--- config.mk ---
export PLATFORM = sky130hd
export DESIGN_NAME = hsn_inv_root
export DESIGN_NICKNAME = d
export VERILOG_FILES = /design/src/hsn_pkg.sv /design/src/hsn_inv_root.sv
export SDC_FILE = /design/constraint.sdc
export NUM_CORES = 2
export LEC_CHECK = 0
export ABC_CLOCK_PERIOD_IN_PS = 25600
export BUFFER_PORTS_ARGS = -buffer_cell sky130_fd_sc_hd__buf_4
export CAP_MARGIN = 20
export CORE_UTILIZATION = 45
export DETAILED_ROUTE_END_ITERATION = 10
export PLACE_DENSITY = 0.64
export SETUP_SLACK_MARGIN = 0.05
export SLEW_MARGIN = 30
export SYNTH_ARGS = -nofsm -noshare
export SYNTH_HDL_FRONTEND = slang
export SYNTH_SLANG_ARGS = --single-unit
--- constraint.sdc ---
create_clock -name clk -period 25.6 [get_ports clk]
set_input_delay 3.84 -clock clk [delete_from_list [all_inputs] [get_ports clk]]
set_output_delay 3.84 -clock clk [all_outputs]
set_load 0.02 [all_outputs]
--- src/hsn_pkg.sv ---
// hsn_pkg: shared types and constants for the heightmap normal unit.
// No dependencies.
`timescale 1ns / 1ps
package hsn_pkg;
  localparam int MaxCols = 256;
  localparam int MaxRows = 256;
  localparam int ColW = 8;
  localparam int RowW = 8;
  localparam int AddrW = ColW + RowW;

  localparam logic [1:0] RegGridWidth = 2'd0;
  localparam logic [1:0] RegGridHeight = 2'd1;
  localparam logic [1:0] RegSmoothing = 2'd2;

  localparam logic FuncWrite = 1'b0;
  localparam logic FuncRead = 1'b1;

  // signed height difference range fits 9 bits, n = p*p + q*q + 1 fits 18 bits
  typedef logic signed [9:0] diff_t;
  typedef logic [17:0] norm_sq_t;
  typedef logic [22:0] root_t;

  typedef enum logic [3:0] {
    ST_IDLE,
    ST_FETCH,
    ST_FETCH_WAIT,
    ST_FACET,
    ST_ROOT,
    ST_SCALE,
    ST_NEXT_CELL,
    ST_SELECT,
    ST_FINISH,
    ST_OUT
  } state_t;

  // request from sequencer to the inverse root unit
  typedef struct packed {
    logic     start;
    norm_sq_t n;
  } root_req_t;

  typedef struct packed {
    logic  done;
    root_t r;
  } root_rsp_t;
endpackage

--- src/hsn_inv_root.sv ---
// hsn_inv_root: bit-serial inverse square root, r = largest with r*r*n <= 2^44.
// Depends on hsn_pkg. Each result bit squares the trial, then multiplies by n.
`timescale 1ns / 1ps
module hsn_inv_root (
  input  logic               clk,
  input  logic               rst,
  input  hsn_pkg::root_req_t req,
  output hsn_pkg::root_rsp_t rsp
);
  logic              busy;
  logic              phase;
  logic [4:0]        bit_idx;
  hsn_pkg::root_t    r;
  hsn_pkg::norm_sq_t n;
  logic [45:0]       sq;
  logic              done;

  logic [22:0] trial;
  logic [63:0] prod;

  assign trial = r | (23'd1 << bit_idx);
  // a product of at most 46 x 18 bits is split over two phases: square first
  assign prod = {18'd0, sq} * {46'd0, n};

  // step sequencer
  always_ff @(posedge clk) begin
    if (rst) begin
      busy <= 1'b0;
      done <= 1'b0;
      phase <= 1'b0;
      bit_idx <= 5'd0;
    end else begin
      done <= 1'b0;
      if (req.start) begin
        busy <= 1'b1;
        phase <= 1'b0;
        bit_idx <= 5'd22;
        r <= '0;
        n <= req.n;
      end else if (busy) begin
        if (!phase) begin
          sq <= 46'(trial) * 46'(trial);
          phase <= 1'b1;
        end else begin
          phase <= 1'b0;
          if (prod <= 64'h1000_0000_0000) r <= trial;
          if (bit_idx == 5'd0) begin
            busy <= 1'b0;
            done <= 1'b1;
          end else begin
            bit_idx <= bit_idx - 5'd1;
          end
        end
      end
    end
  end

  assign rsp.done = done;
  assign rsp.r = r;
endmodule

; ---- After elaboration in Yosys (flattened, before gate mapping)
; Cells that the tools add are included.
[word_totals]
in_bits = 21
regBits = 95
output_inout_bits = 24
[classes]
n_shift = 1
order_cmp = 1
n_addsub = 1
eq_ne = 1
muxes = 13
n_reduce_logical = 11
n_bitwise = 6
n_mul = 2
[ops]
columns = cell, n
row1 = two-way mux 23 bit, 3
row2 = "<= comparator 64 x 45 -> 1 bit, second input constant", 1
row3 = multiplier 46 x 18 -> 64 bit, 1
row4 = multiplier 23 x 23 -> 46 bit, 1
row5 = OR 23 bit, 1
row6 = "<< shifter 1 x 5 -> 23 bit, first input constant", 1
row7 = two-way mux 5 bit, 4
row8 = AND reduction 4 bit, 2
row9 = two-way mux 1 bit, 6
row10 = AND reduction 3 bit, 2
row11 = nonzero test 2 bit, 3
row12 = logical NOT 5 bit, 1
row13 = NOT 1 bit, 5
row14 = "subtractor 5 x 1 -> 5 bit, second input constant", 1
row15 = OR reduction 4 bit, 1
row16 = "inequality test 2 bit, second input constant", 1
row17 = AND reduction 2 bit, 1
row18 = OR reduction 2 bit, 1

; ---- Depth between registers and ports, before layout
[logic_depth]
ltp_word = 5
mapped_depth = 34

; ---- Worst setup path after synthesis
; OpenSTA, ideal clock, no wires.
[synth_timing]
kind = input port to flip-flop
from = input rst
to = register sq[0] (enable)
path_slack_ns = 16.295
t_arrival_ns = 8.730
cell_stages = 2
n_path_buf = 1
cell_sequence = clkbuf_1 nor4b_1
[synth_between]
elab_chain_len = 2
[synth_lines]
columns = element, line
row1 = from (decl), hsn_inv_root.sv:6  ; input logic rst,
row2 = NOT 1 bit (no line), --
row3 = AND reduction 4 bit (no line), --
row4 = to (signal assigned), hsn_inv_root.sv:42  ; sq <= 46'(trial) * 46'(trial);
row5 = to (decl), hsn_inv_root.sv:15  ; logic [45:0] sq;
; Every way passes these cells.
; A chain may end at the register's enable or synchronous reset.

; ---- Worst setup path after layout
[layout_timing]
from = register bit_idx[3]
to = register sq[43], data pin
[layout_between]
elab_chain_len = 3
[layout_lines]
columns = element, line
row1 = from (decl), hsn_inv_root.sv:12  ; logic [4:0] bit_idx;
row2 = from (signal assigned), hsn_inv_root.sv:51  ; bit_idx <= bit_idx - 5'd1;
row3 = << shifter 1 x 5 -> 23 bit, hsn_inv_root.sv:21  ; assign trial = r | (23'd1 << bit_idx);
row4 = OR 23 bit, hsn_inv_root.sv:21
row5 = multiplier 23 x 23 -> 46 bit, hsn_inv_root.sv:42
; Every way passes these cells.

==> impl_metrics.json <==
{
  "synth_compound_area_frac": 0.0597,
  "grt.met2_usage": 0.409,
  "netlist.area_leader.share": 0.500,
  "finalWirelength_um": 113000,
  "layout.nets": 5992,
  "core-area_sq_mm": 0.0953,
  "synth_top_family_by_area": "adder cells",
  "syn_to_final_growth_pct": 4.09,
  "drtAntennaViolNets": 0,
  "clock-sinks": 94,
  "setup_tns_ps": 0,
  "clockBufferDepth": 2,
  "use_met1": 0.333,
  "yosys-top-cells-area": "fa_1 (50%), inv_1 (9.1%), ha_1 (8.9%)",
  "max_stage_delay_ps": 760,
  "via_per_inst": 5.33,
  "rsz0062_at_grt": "no",
  "via_count": 31200,
  "async_flop_share": 0,
  "cp.required_ps": 25770,
  "period_minus_slack_ps": 9620,
  "synth_area_leader_cell": "fa_1",
  "slowest_stage": "a311oi_1",
  "critPathMostFrequentCell": "fa_1",
  "final_hold_viol_count": 0,
  "start_kind": "register",
  "route.detailed.drc": 0,
  "wl_per_cell_um": 19.3,
  "cts_root_buffer": "clkbuf_16",
  "grt_max_degree": 46,
  "syn_inst": 4695,
  "maxCapViolCount": 0,
  "ys_seq_area_frac": 0.0632,
  "synth_seq_cells": 94,
  "rows": 113,
  "postCtsSetupRepairBufs": 0,
  "grt_pass1_vias": 33600,
  "grt-ovfl-total": 0,
  "cts_max_level": 3,
  "fin_crit_sh": 0.376,
  "drive_gt1_frac": 0.0338,
  "io_pins": 45,
  "die_x_um": 312,
  "dp_hpwl_um": 89600,
  "skew_ps": 23.4,
  "cts_resized": 0,
  "first_pass_iters": 6,
  "met3_usage": 0.0307,
  "tightest_slew_ps": 945,
  "synth_cell_types": 89,
  "endpoint_kind": "register",
  "ys.flop_type": "edfxtp_1",
  "cts_tree": "built",
  "cts.clk_slew.worst_paths_ps": 90,
  "antenna_found_initial": 4,
  "die_h_um": 312,
  "drtIter0Drc": 2085,
  "hold_buffers": 0,
  "grt_pass1_wl_um": 185000,
  "max_clock_freq_mhz": 104,
  "arrival_ps": 9790,
  "slew_headroom": 0.362,
  "muxShareOfSynthArea": 0.00193,
  "numCtsBuffers": 9,
  "synth-xor-area-share": 0.0180,
  "insertion_delay_ps": 420,
  "synth_edf_count": 86,
  "setup_viol": 0,
  "yosysWarnings": 0,
  "path_class": "reg -> reg",
  "grt-busiest-layer": "met2",
  "status": "finished, final reports clean",
  "gp_congestion": 0.907,
  "initial_core_util": 0.455,
  "slew_violations": 0,
  "cp_max_fo": 18,
  "portBuffers": 44,
  "hp-class": "reg -> reg",
  "yosys.area_share.simple": 0.157,
  "diodes": 0,
  "die-area_sq_mm": 0.0977,
  "synth_area_per_cell_sq_um": 9.24,
  "track_usage": 0.242,
  "synthAdderAreaFrac": 0.589,
  "syn_area_sq_mm": 0.0434
}
-- stage by stage --
step	worst slack, ps	hold WS [ps]	cells	instance area, sq um	util
after CTS	16020	591	5848	45100	0.474
after detailed placement	16050	578	5832	44800	0.471
after floorplan	16290	503	4703	43400	-
after global routing	15370	633	5849	45200	0.474
final	15980	590	5849	45200	0.474
after global placement	16160	564	5831	44800	0.470
-- critical path: cells and delay by family (launching register included) --
family          cells  cell delay [ps]
compound gates      8             2590
flops               1              350
buf+inv             5              980
fa+ha+maj           8             3650
xor+xnor            1              100
simple gates        5             1730
-- cell usage in the layout, fill, tap and decap left out, drive strengths merged, types with 6 or more instances in the layout --
cell	instances
fa	1083
inv	1058
nand2	649
and2	369
ha	309
nor2	249
a21oi	137
buf	91
edfxtp	86
xnor2	63
o21ai	63
a21o	57
nand3	30
xor2	26
nand4	26
nor3	23
nor2b	22
a31oi	20
o21bai	18
nand2b	16
o21a	14
a211oi	11
conb	10
nor4	10
a31o	9
clkbuf	9
o211ai	9
and3	8
dfxtp	8
nor3b	7
o31ai	6
and4	6
clkinv	6
-- per-layer routing --
metal  vias to the layer above  wire length (um)  part of all wire
li1                      13700                 -                 -
met4                         2              2400             0.021
met3                       172              7450             0.066
met2                      1024             55000              0.49
met5                         -                13           0.00011
met1                     16200             48200              0.43
-- final cells by class --
cell class | instances | area [sq um]
timing repair buffer | 91 | 694
fill | 9128 | 50100
inverter | 1057 | 3970
clock buffer | 9 | 225
sequential | 94 | 2740
multi-input combinational | 3326 | 35900
tap | 1265 | 1580
clock inverter | 7 | 73.8
-- kinds of logic (layout without fill, tap and decap cells) --
group | after synthesis | in the layout
flip-flops | 94 | 94
AND/OR/NAND/NOR | 1436 | 1436
adder cells (fa/ha/maj) | 1392 | 1392
XOR/XNOR | 89 | 89
other | 2 | 10
buffers and inverters | 1283 | 1164
multiplexers | 8 | 8
AO/OA/AOI/OAI | 391 | 391
-- synthesized netlist by cell type (4+ instances only) --
cell	number
o22ai_1	4
nand4_1	25
nand2b_1	16
o21bai_1	18
edfxtp_1	86
or3_1	4
fa_1	1083
a211o_1	5
a21o_1	57
nor3_1	23
a31oi_1	19
nor3b_1	6
inv_1	1054
o21a_1	13
o31ai_1	6
xnor2_1	63
buf_2	8
o21ai_0	55
o31a_1	4
o21ai_1	5
nor2_1	249
buf_1	7
a31o_2	9
mux2i_1	5
and2_1	369
nor4_1	10
and3_1	8
a211oi_1	9
nand3_1	29
a21oi_1	131
a21oi_2	5
o211ai_1	8
ha_1	309
dfxtp_1	8
nand2_1	649
clkbuf_1	209
and4_1	5
nor2b_1	20
xor2_1	26
-- flip-flops by register name (all words and copies together) (netlist names) --
register and flops:
n 18, done 1, sq 45, phase 1, busy 1, bit_idx 5, r 23
-- final timing paths --
| kind | start | end | slack, ps | cells after the start |
|---|---|---|---|---|
| worst max-delay path | bit_idx[3] | sq[43] | 15980 | 27 |
| worst min-delay path | bit_idx[3] | bit_idx[3] | 590 | 2 |
| worst max register to register | bit_idx[3] | sq[43] | 15980 | 27 |
| worst min register to register | bit_idx[3] | bit_idx[3] | 590 | 2 |
Power is left out: the tool's default activity adds up to more than one toggle a clock period on the data nets, which glitch-free logic cannot reach.
